--- config.mk ---
export PLATFORM = sky130hd
export DESIGN_NAME = spot_weld_phase_timer_core
export DESIGN_NICKNAME = d
export VERILOG_FILES = /design/src/design/swpt_pkg.sv /design/src/design/spot_weld_phase_timer_core.sv
export VERILOG_INCLUDE_DIRS = /design/src /design/src/design
export SDC_FILE = /design/constraint.sdc
export NUM_CORES = 1
export LEC_CHECK = 0
export ABC_AREA = 1
export BUFFER_PORTS_ARGS = -buffer_cell sky130_fd_sc_hd__buf_2
export CORE_UTILIZATION = 35
export CTS_BUF_LIST = sky130_fd_sc_hd__clkbuf_4 sky130_fd_sc_hd__clkbuf_8
export CTS_CLUSTER_SIZE = 24
export DETAILED_ROUTE_END_ITERATION = 12
export PLACE_DENSITY = 0.56
export REMOVE_ABC_BUFFERS = 1
export SYNTH_ARGS = -nofsm -noshare
export SYNTH_HDL_FRONTEND = slang
export SYNTH_SLANG_ARGS = --single-unit
--- constraint.sdc ---
create_clock -name clk -period 9.4 [get_ports clk]
set_input_delay 0.94 -clock clk [delete_from_list [all_inputs] [get_ports clk]]
set_output_delay 0.94 -clock clk [all_outputs]
set_load 0.005 [all_outputs]
--- src/design/spot_weld_phase_timer_core_assert.svh ---
// Assertion macros for the spot weld phase timer core.
// Included by the top level; no other dependencies.
`ifndef SPOT_WELD_PHASE_TIMER_CORE_ASSERT_SVH
`define SPOT_WELD_PHASE_TIMER_CORE_ASSERT_SVH
`ifndef ASSERT_OFF
// Same-cycle implication, checked on every rising edge outside reset
`define SWPT_ASSERT_SAME(lbl, clk, rst, pre, post) \
  lbl: assert property (@(posedge clk) disable iff (rst) (pre) |-> (post)) \
    else $error("swpt same-cycle check failed");
// Next-cycle implication
`define SWPT_ASSERT_NEXT(lbl, clk, rst, pre, post) \
  lbl: assert property (@(posedge clk) disable iff (rst) (pre) |=> (post)) \
    else $error("swpt next-cycle check failed");
`else
`define SWPT_ASSERT_SAME(lbl, clk, rst, pre, post)
`define SWPT_ASSERT_NEXT(lbl, clk, rst, pre, post)
`endif
`endif

--- src/design/swpt_pkg.sv ---
// Package for the spot weld phase timer: payload structs, codes, weld table.
// No dependencies; used by spot_weld_phase_timer_core.
`timescale 1ns / 1ps

package swpt_pkg;

  // Event codes
  localparam logic OP_GATE_ON  = 1'b0;
  localparam logic OP_HALF_END = 1'b1;

  // Configuration register indexes
  localparam logic [1:0] CFG_MACHINE_VARIANT = 2'd0;
  localparam logic [1:0] CFG_WELD_MODE       = 2'd1;
  localparam logic [1:0] CFG_POWER_LEVEL     = 2'd2;

  // Welder variants
  localparam logic [1:0] VAR_LARGE  = 2'd0;
  localparam logic [1:0] VAR_MEDIUM = 2'd1;
  localparam logic [1:0] VAR_SMALL  = 2'd2;
  localparam logic [1:0] VAR_LINEAR = 2'd3;

  // Weld lengths in half cycles
  localparam logic [15:0] LEN_LARGE_M0 = 16'd600;
  localparam logic [15:0] LEN_LARGE_M1 = 16'd360;
  localparam logic [15:0] LEN_LARGE_M2 = 16'd85;
  localparam logic [15:0] LEN_LARGE_M3 = 16'd18;
  localparam logic [15:0] LEN_LONG     = 16'd1800;
  localparam logic [15:0] LEN_SHORT    = 16'd20;
  localparam logic [4:0]  LEN_LIN_BASE = 5'd6;

  // Firing delay bases
  localparam logic [7:0] DELAY_SLOW_BASE = 8'd128;
  localparam logic [7:0] DELAY_FAST_BASE = 8'd150;

  // Cooldown
  localparam logic [15:0] WAIT_HALF_CYCLES = 16'd50;
  localparam logic [15:0] COOL_MAX         = 16'hFFFF;

  typedef struct packed {
    logic operation;
    logic trigger_held;
    logic weld_enable;
  } item_t;

  typedef struct packed {
    logic       gate_drive;
    logic [7:0] firing_delay;
    logic       welding;
    logic       mains_phase;
  } result_t;

  typedef struct packed {
    logic        trig;
    logic        high;
    logic        manu;
    logic        pulse;
  } flags_t;

  typedef struct packed {
    logic [15:0] len;
    logic        manual;
    logic [7:0]  delay;
  } table_t;

  // Weld table: length, manual flag and firing delay (delays wrap mod 256)
  function automatic table_t weld_table(input logic [1:0] variant,
                                        input logic [1:0] mode,
                                        input logic [3:0] power);
    logic [7:0] slow;
    logic [7:0] fast;
    logic [4:0] lin;
    table_t     t;
    slow = DELAY_SLOW_BASE - ({2'b00, power, 2'b00} + {4'b0000, power});
    fast = DELAY_FAST_BASE - {1'b0, power, 3'b000};
    lin  = LEN_LIN_BASE + {1'b0, mode, 2'b00} + {3'b000, mode};
    t.delay = fast;
    case (variant)
      VAR_LARGE: begin
        case (mode)
          2'd0: begin
            t.len = LEN_LARGE_M0; t.manual = 1'b1; t.delay = slow;
          end
          2'd1: begin
            t.len = LEN_LARGE_M1; t.manual = 1'b1; t.delay = slow;
          end
          2'd2: begin
            t.len = LEN_LARGE_M2; t.manual = 1'b0;
          end
          default: begin
            t.len = LEN_LARGE_M3; t.manual = 1'b0;
          end
        endcase
      end
      VAR_MEDIUM: begin
        t.len    = mode[1] ? LEN_SHORT : LEN_LONG;
        t.manual = ~mode[1];
      end
      VAR_SMALL: begin
        t.len    = mode[1] ? LEN_LONG : LEN_SHORT;
        t.manual = mode[1];
      end
      default: begin
        t.len    = {11'd0, lin};
        t.manual = 1'b0;
      end
    endcase
    return t;
  endfunction

endpackage

--- src/design/spot_weld_phase_timer_core.sv ---
// Spot weld phase timer: one result per event, registered output.
// Latency: the result is valid the cycle after the event transfer.
// Throughput: one event per cycle; the only stall is a stalled full result register.
// Reset: synchronous active-high rst clears all weld state, config and result valid.
// Depends on swpt_pkg and spot_weld_phase_timer_core_assert.svh.
`timescale 1ns / 1ps
`include "spot_weld_phase_timer_core_assert.svh"

module spot_weld_phase_timer_core #(
  parameter logic [15:0] WAIT_HALF_CYCLES = swpt_pkg::WAIT_HALF_CYCLES
) (
  input  logic            clk,
  input  logic            rst,
  input  logic            item_valid,
  output logic            item_stall,
  input  swpt_pkg::item_t item,
  output logic            result_valid,
  input  logic            result_stall,
  output swpt_pkg::result_t result,
  input  logic            cfg_write,
  input  logic [1:0]      cfg_index,
  input  logic [3:0]      cfg_data
);

  // Configuration registers
  logic [1:0] machine_variant;
  logic [1:0] weld_mode;
  logic [3:0] power_level;

  // Weld state
  swpt_pkg::flags_t flags, flags_next;
  logic [15:0] remaining, remaining_next;
  logic [15:0] cooldown, cooldown_next;
  logic [15:0] weld_length, weld_length_next;
  logic        manual_mode, manual_mode_next;
  logic        last_start_phase, last_start_phase_next;
  logic        phase_bit, phase_bit_next;
  logic        gate_level, gate_level_next;
  logic [7:0]  delay_reg, delay_reg_next;

  logic             item_take;
  swpt_pkg::table_t tbl_cur;
  swpt_pkg::table_t tbl_start;
  logic [15:0]      elapsed;
  logic             start_ok;

  // Saturating cooldown add
  function automatic logic [15:0] cool_add(input logic [15:0] a, input logic [15:0] b);
    logic [16:0] s;
    s = {1'b0, a} + {1'b0, b};
    return s[16] ? swpt_pkg::COOL_MAX : s[15:0];
  endfunction

  // Output register can take a new result when empty or being drained
  assign item_stall = result_valid & result_stall;
  assign item_take  = item_valid & ~item_stall;

  assign tbl_cur   = swpt_pkg::weld_table(machine_variant, weld_mode, power_level);
  assign tbl_start = swpt_pkg::weld_table(machine_variant, weld_mode, 4'd0);
  assign elapsed   = weld_length - remaining;

  // Event processing
  always_comb begin
    flags_next            = flags;
    remaining_next        = remaining;
    cooldown_next         = cooldown;
    weld_length_next      = weld_length;
    manual_mode_next      = manual_mode;
    last_start_phase_next = last_start_phase;
    phase_bit_next        = phase_bit;
    gate_level_next       = gate_level;
    delay_reg_next        = delay_reg;
    start_ok              = 1'b0;
    if (item.operation == swpt_pkg::OP_GATE_ON) begin
      // reload table at the selected power; fire if a weld runs and weld_enable is set
      weld_length_next = tbl_cur.len;
      manual_mode_next = tbl_cur.manual;
      delay_reg_next   = tbl_cur.delay;
      if (flags.high && item.weld_enable) begin
        gate_level_next = 1'b1;
      end
    end else begin
      if (flags.pulse || !flags.high) begin
        gate_level_next = 1'b0;
      end
      // weld progress and end
      if (flags.high) begin
        if (flags.manu && !flags.trig) begin
          if (weld_length > remaining) begin
            cooldown_next = cool_add(cooldown_next, elapsed);
          end
          remaining_next = 16'd0;
        end
        if (remaining_next == 16'd0) begin
          flags_next.high       = 1'b0;
          flags_next.manu       = 1'b0;
          flags_next.pulse      = 1'b0;
          cooldown_next         = cool_add(cooldown_next, WAIT_HALF_CYCLES);
          last_start_phase_next = phase_bit;
        end else begin
          remaining_next = remaining_next - 16'd1;
        end
      end
      // weld start: first half cycle at power zero
      if (item.trigger_held) begin
        start_ok = !flags_next.trig && !flags_next.high && (cooldown_next == 16'd0) &&
                   (last_start_phase_next != phase_bit) && item.weld_enable;
        if (start_ok) begin
          flags_next.trig  = 1'b1;
          flags_next.high  = 1'b1;
          flags_next.manu  = tbl_start.manual;
          flags_next.pulse = 1'b1;
          remaining_next   = weld_length;
          weld_length_next = tbl_start.len;
          manual_mode_next = tbl_start.manual;
          delay_reg_next   = tbl_start.delay;
        end
      end else begin
        flags_next.trig = 1'b0;
      end
      if (cooldown_next != 16'd0) begin
        cooldown_next = cooldown_next - 16'd1;
      end
      phase_bit_next = ~phase_bit;
    end
  end

  // Configuration writes
  always_ff @(posedge clk) begin
    if (rst) begin
      machine_variant <= 2'd0;
      weld_mode       <= 2'd0;
      power_level     <= 4'd0;
    end else if (cfg_write) begin
      case (cfg_index)
        swpt_pkg::CFG_MACHINE_VARIANT: machine_variant <= cfg_data[1:0];
        swpt_pkg::CFG_WELD_MODE:       weld_mode       <= cfg_data[1:0];
        swpt_pkg::CFG_POWER_LEVEL:     power_level     <= cfg_data;
        default: ;
      endcase
    end
  end

  // State update on each event transfer
  always_ff @(posedge clk) begin
    if (rst) begin
      flags            <= '0;
      remaining        <= 16'd0;
      cooldown         <= 16'd0;
      weld_length      <= 16'd0;
      manual_mode      <= 1'b0;
      last_start_phase <= 1'b0;
      phase_bit        <= 1'b0;
      gate_level       <= 1'b0;
      delay_reg        <= 8'd0;
    end else if (item_take) begin
      flags            <= flags_next;
      remaining        <= remaining_next;
      cooldown         <= cooldown_next;
      weld_length      <= weld_length_next;
      manual_mode      <= manual_mode_next;
      last_start_phase <= last_start_phase_next;
      phase_bit        <= phase_bit_next;
      gate_level       <= gate_level_next;
      delay_reg        <= delay_reg_next;
    end
  end

  // Result register
  always_ff @(posedge clk) begin
    if (rst) begin
      result_valid <= 1'b0;
    end else if (item_take) begin
      result_valid <= 1'b1;
    end else if (!result_stall) begin
      result_valid <= 1'b0;
    end
  end

  always_ff @(posedge clk) begin
    if (item_take) begin
      result.gate_drive   <= gate_level_next;
      result.firing_delay <= delay_reg_next;
      result.welding      <= flags_next.high;
      result.mains_phase  <= phase_bit_next;
    end
  end

  // Checks
  `SWPT_ASSERT_SAME(a_gate_only_in_weld, clk, rst, gate_level, flags.high)
  `SWPT_ASSERT_SAME(a_manual_only_in_weld, clk, rst, flags.manu, flags.high)
  `SWPT_ASSERT_NEXT(a_take_fills_result, clk, rst, item_take, result_valid)
  `SWPT_ASSERT_NEXT(a_half_end_flips_phase, clk, rst,
    item_take && (item.operation == swpt_pkg::OP_HALF_END), phase_bit != $past(phase_bit))

endmodule

==> flow_metrics.tcl <==
set metrics [dict create \
    outcome "finished, final reports clean" \
    cts_tree "yes" \
    setup_viol_count_final 0 \
    io_pins 27 \
    clk_pin_slew_ns 0.10 \
    wl_per_cell_um 14.0 \
    ys.warnings.count 0 \
    max_stage_delay_ns 0.38 \
    grt_pass1_wl_mm 34.4 \
    cts_inserted_buffers 9 \
    gp_congestion 0.892 \
    drv_slew 0 \
    powerDensity_nw_per_um2 153 \
    power_uw 1220 \
    die_area_sq_um 21900 \
    hold_viol 0 \
    io_buffers 26 \
    fin_nets 1261 \
    die_w_um 148 \
    layout_common_cells "nand2_1 (308), inv_1 (181), nor2_1 (102), nand3_1 (95), a21oi_1 (74)" \
    detail_route.first_pass.iterations 5 \
    first_global_vias 6872 \
    drc 0 \
    cts_setup_buffers 0 \
    yosys.cell_types.count 54 \
    wl_mm 20.7 \
    vdd_drop_max_mv 0.0703 \
    avgSynthCellArea_sq_um 6.26 \
    top_regs "cooldown (16), remaining (16), result (11)" \
    cp-start-kind "flop" \
    cp_max_fo 24 \
    diodes 0 \
    area_delta_synth_final_pct 6.70 \
    place_hpwl_mm 16.2 \
    htreeDepth 3 \
    syn_area_sq_um 7470 \
    grt_usage 0.196 \
    tightestPinTransition_ns 1.09 \
    async_reset_ff_frac 0 \
    hp-class "flop to flop" \
    overflow 0 \
    p_leak_uw 0.00397 \
    placed_cell_area_sq_um 7760 \
    yosysSeqAreaShare 0.221 \
    antenna_found_initial 0 \
    skew_ns 0.0139 \
    fin_area_sq_um 7970 \
    worst_ep_arrival_time_ns 7.27 \
    required_ns 9.65 \
    path_common_cell "nand2_1" \
    period_minus_slack_ns 7.02 \
    vias 7362 \
    path_class "flop to flop" \
    core_area_sq_um 21000 \
    cts_hold_buf 0 \
    drive_above_1_share 0.116 \
    die_h_um 148 \
    cap_violations 0 \
    grt_start_max_net_pins 48 \
    insertion_delay_ns 0.38 \
    syn-instance-count 1194 \
    fin_crit_sh 0.747 \
    slowest_stage "nand4_4" \
    cts_root_buf "clkbuf_8" \
    cts_sinks 77 \
    initial_utilization 0.357 \
    vias_per_cell 4.98 \
    max_freq_ghz 0.142 \
    crit_path_end_kind "flop" \
    synth_flop_cell "dfxtp_1" \
    placementRows 53 \
    synth-edff-count 11 \
    whs_ns 0.467 \
    slew_headroom 0.270 \
    cts_resized 0 \
    ant_nets 0 \
    layout_commonest_cell "nand2_1" \
    rsz0062_at_grt "false" \
    drtIter0Drc 380 \
    ys_ff_latch 77 \
    tns_ns 0 \
    cts_max_path_buffers 2 \
]
## report_power, final
group	leakage (uW)	switching (uW)	internal [uW]	total (uW)
clock network	0.000105	148	129	277
registers	0.000651	22.3	359	381
logic	0.00322	369	194	563
## Yosys cell counts, types with 5 or more instances
master	number	area (sq um)
a211oi_1	6	45.0
a21oi_1	74	370
a21oi_2	8	70.1
a31oi_1	8	50.1
and2_1	5	31.3
buf_2	6	30.0
buf_6	5	56.3
clkbuf_1	18	67.6
dfxtp_1	66	1320
edfxtp_1	11	330
ha_1	47	588
inv_1	181	679
inv_2	11	41.3
nand2_1	308	1160
nand2_2	24	150
nand3_1	95	475
nand3_2	8	80.1
nand4_1	14	87.6
nor2_1	104	390
nor2_2	16	100
nor2_4	5	56.3
nor3_1	10	50.1
o211ai_1	13	97.6
o21ai_0	56	280
or2_2	5	31.3
xnor2_1	13	114
xor2_1	25	219
## metrics by stage
step | std cells | util | setup slack [ns]
final | 1478 | 0.380 | 2.38
after CTS | 1478 | 0.380 | 2.40
after global placement | 1462 | 0.370 | 2.64
after detailed placement | 1462 | 0.370 | 2.42
after global routing | 1478 | 0.380 | 1.44
after floorplan | 1158 | - | 3.34
## critical path, delay by kind of cell, from the launching register on
family                     cells  cell delay [ns]
and+or+nand+nor               25             3.33
DFF                            1             0.35
buffers and inverters          4             0.22
xor gates and xnor gates       1             0.15
AOI/OAI and AO/OA             10             1.86
adders and majority gates      3             0.95
## final cells by class
type | count | area (sq um)
multi-input combinational | 888 | 4880
inverter | 193 | 729
tap | 275 | 344
clock inverter | 7 | 86.3
sequential | 77 | 1650
timing repair buffer | 29 | 153
clock buffer | 9 | 124
fill | 2297 | 13000
## path summary, 6_finish.rpt
kind / cells after the start / to / start / slack [ns]
max: 43 / weld_length[9] / remaining[2] / 2.38
min: 2 / weld_length[0] / weld_length[0] / 0.47
max reg2reg: 43 / weld_length[9] / remaining[2] / 2.38
min reg2reg: 2 / weld_length[0] / weld_length[0] / 0.47
## routing by layer
| metal | part of all wire | vias to the layer above | GRT usage |
|---|---|---|---|
| met3 | 0.034 | 33 | 0.0322 |
| met4 | 0.028 | 0 | 0.0639 |
| met5 | 0 | - | 0 |
| met1 | 0.47 | 3337 | 0.248 |
| met2 | 0.47 | 145 | 0.337 |
| li1 | - | 3847 | - |
## cell families after synthesis
family                   synth area share
AND/OR/NAND/NOR                     0.370
flip-flops                          0.221
buffers and inverters               0.126
AO/OA/AOI/OAI                       0.155
adder cells (fa/ha/maj)            0.0841
XOR/XNOR                           0.0445
(Power assumes the default switching activity.)
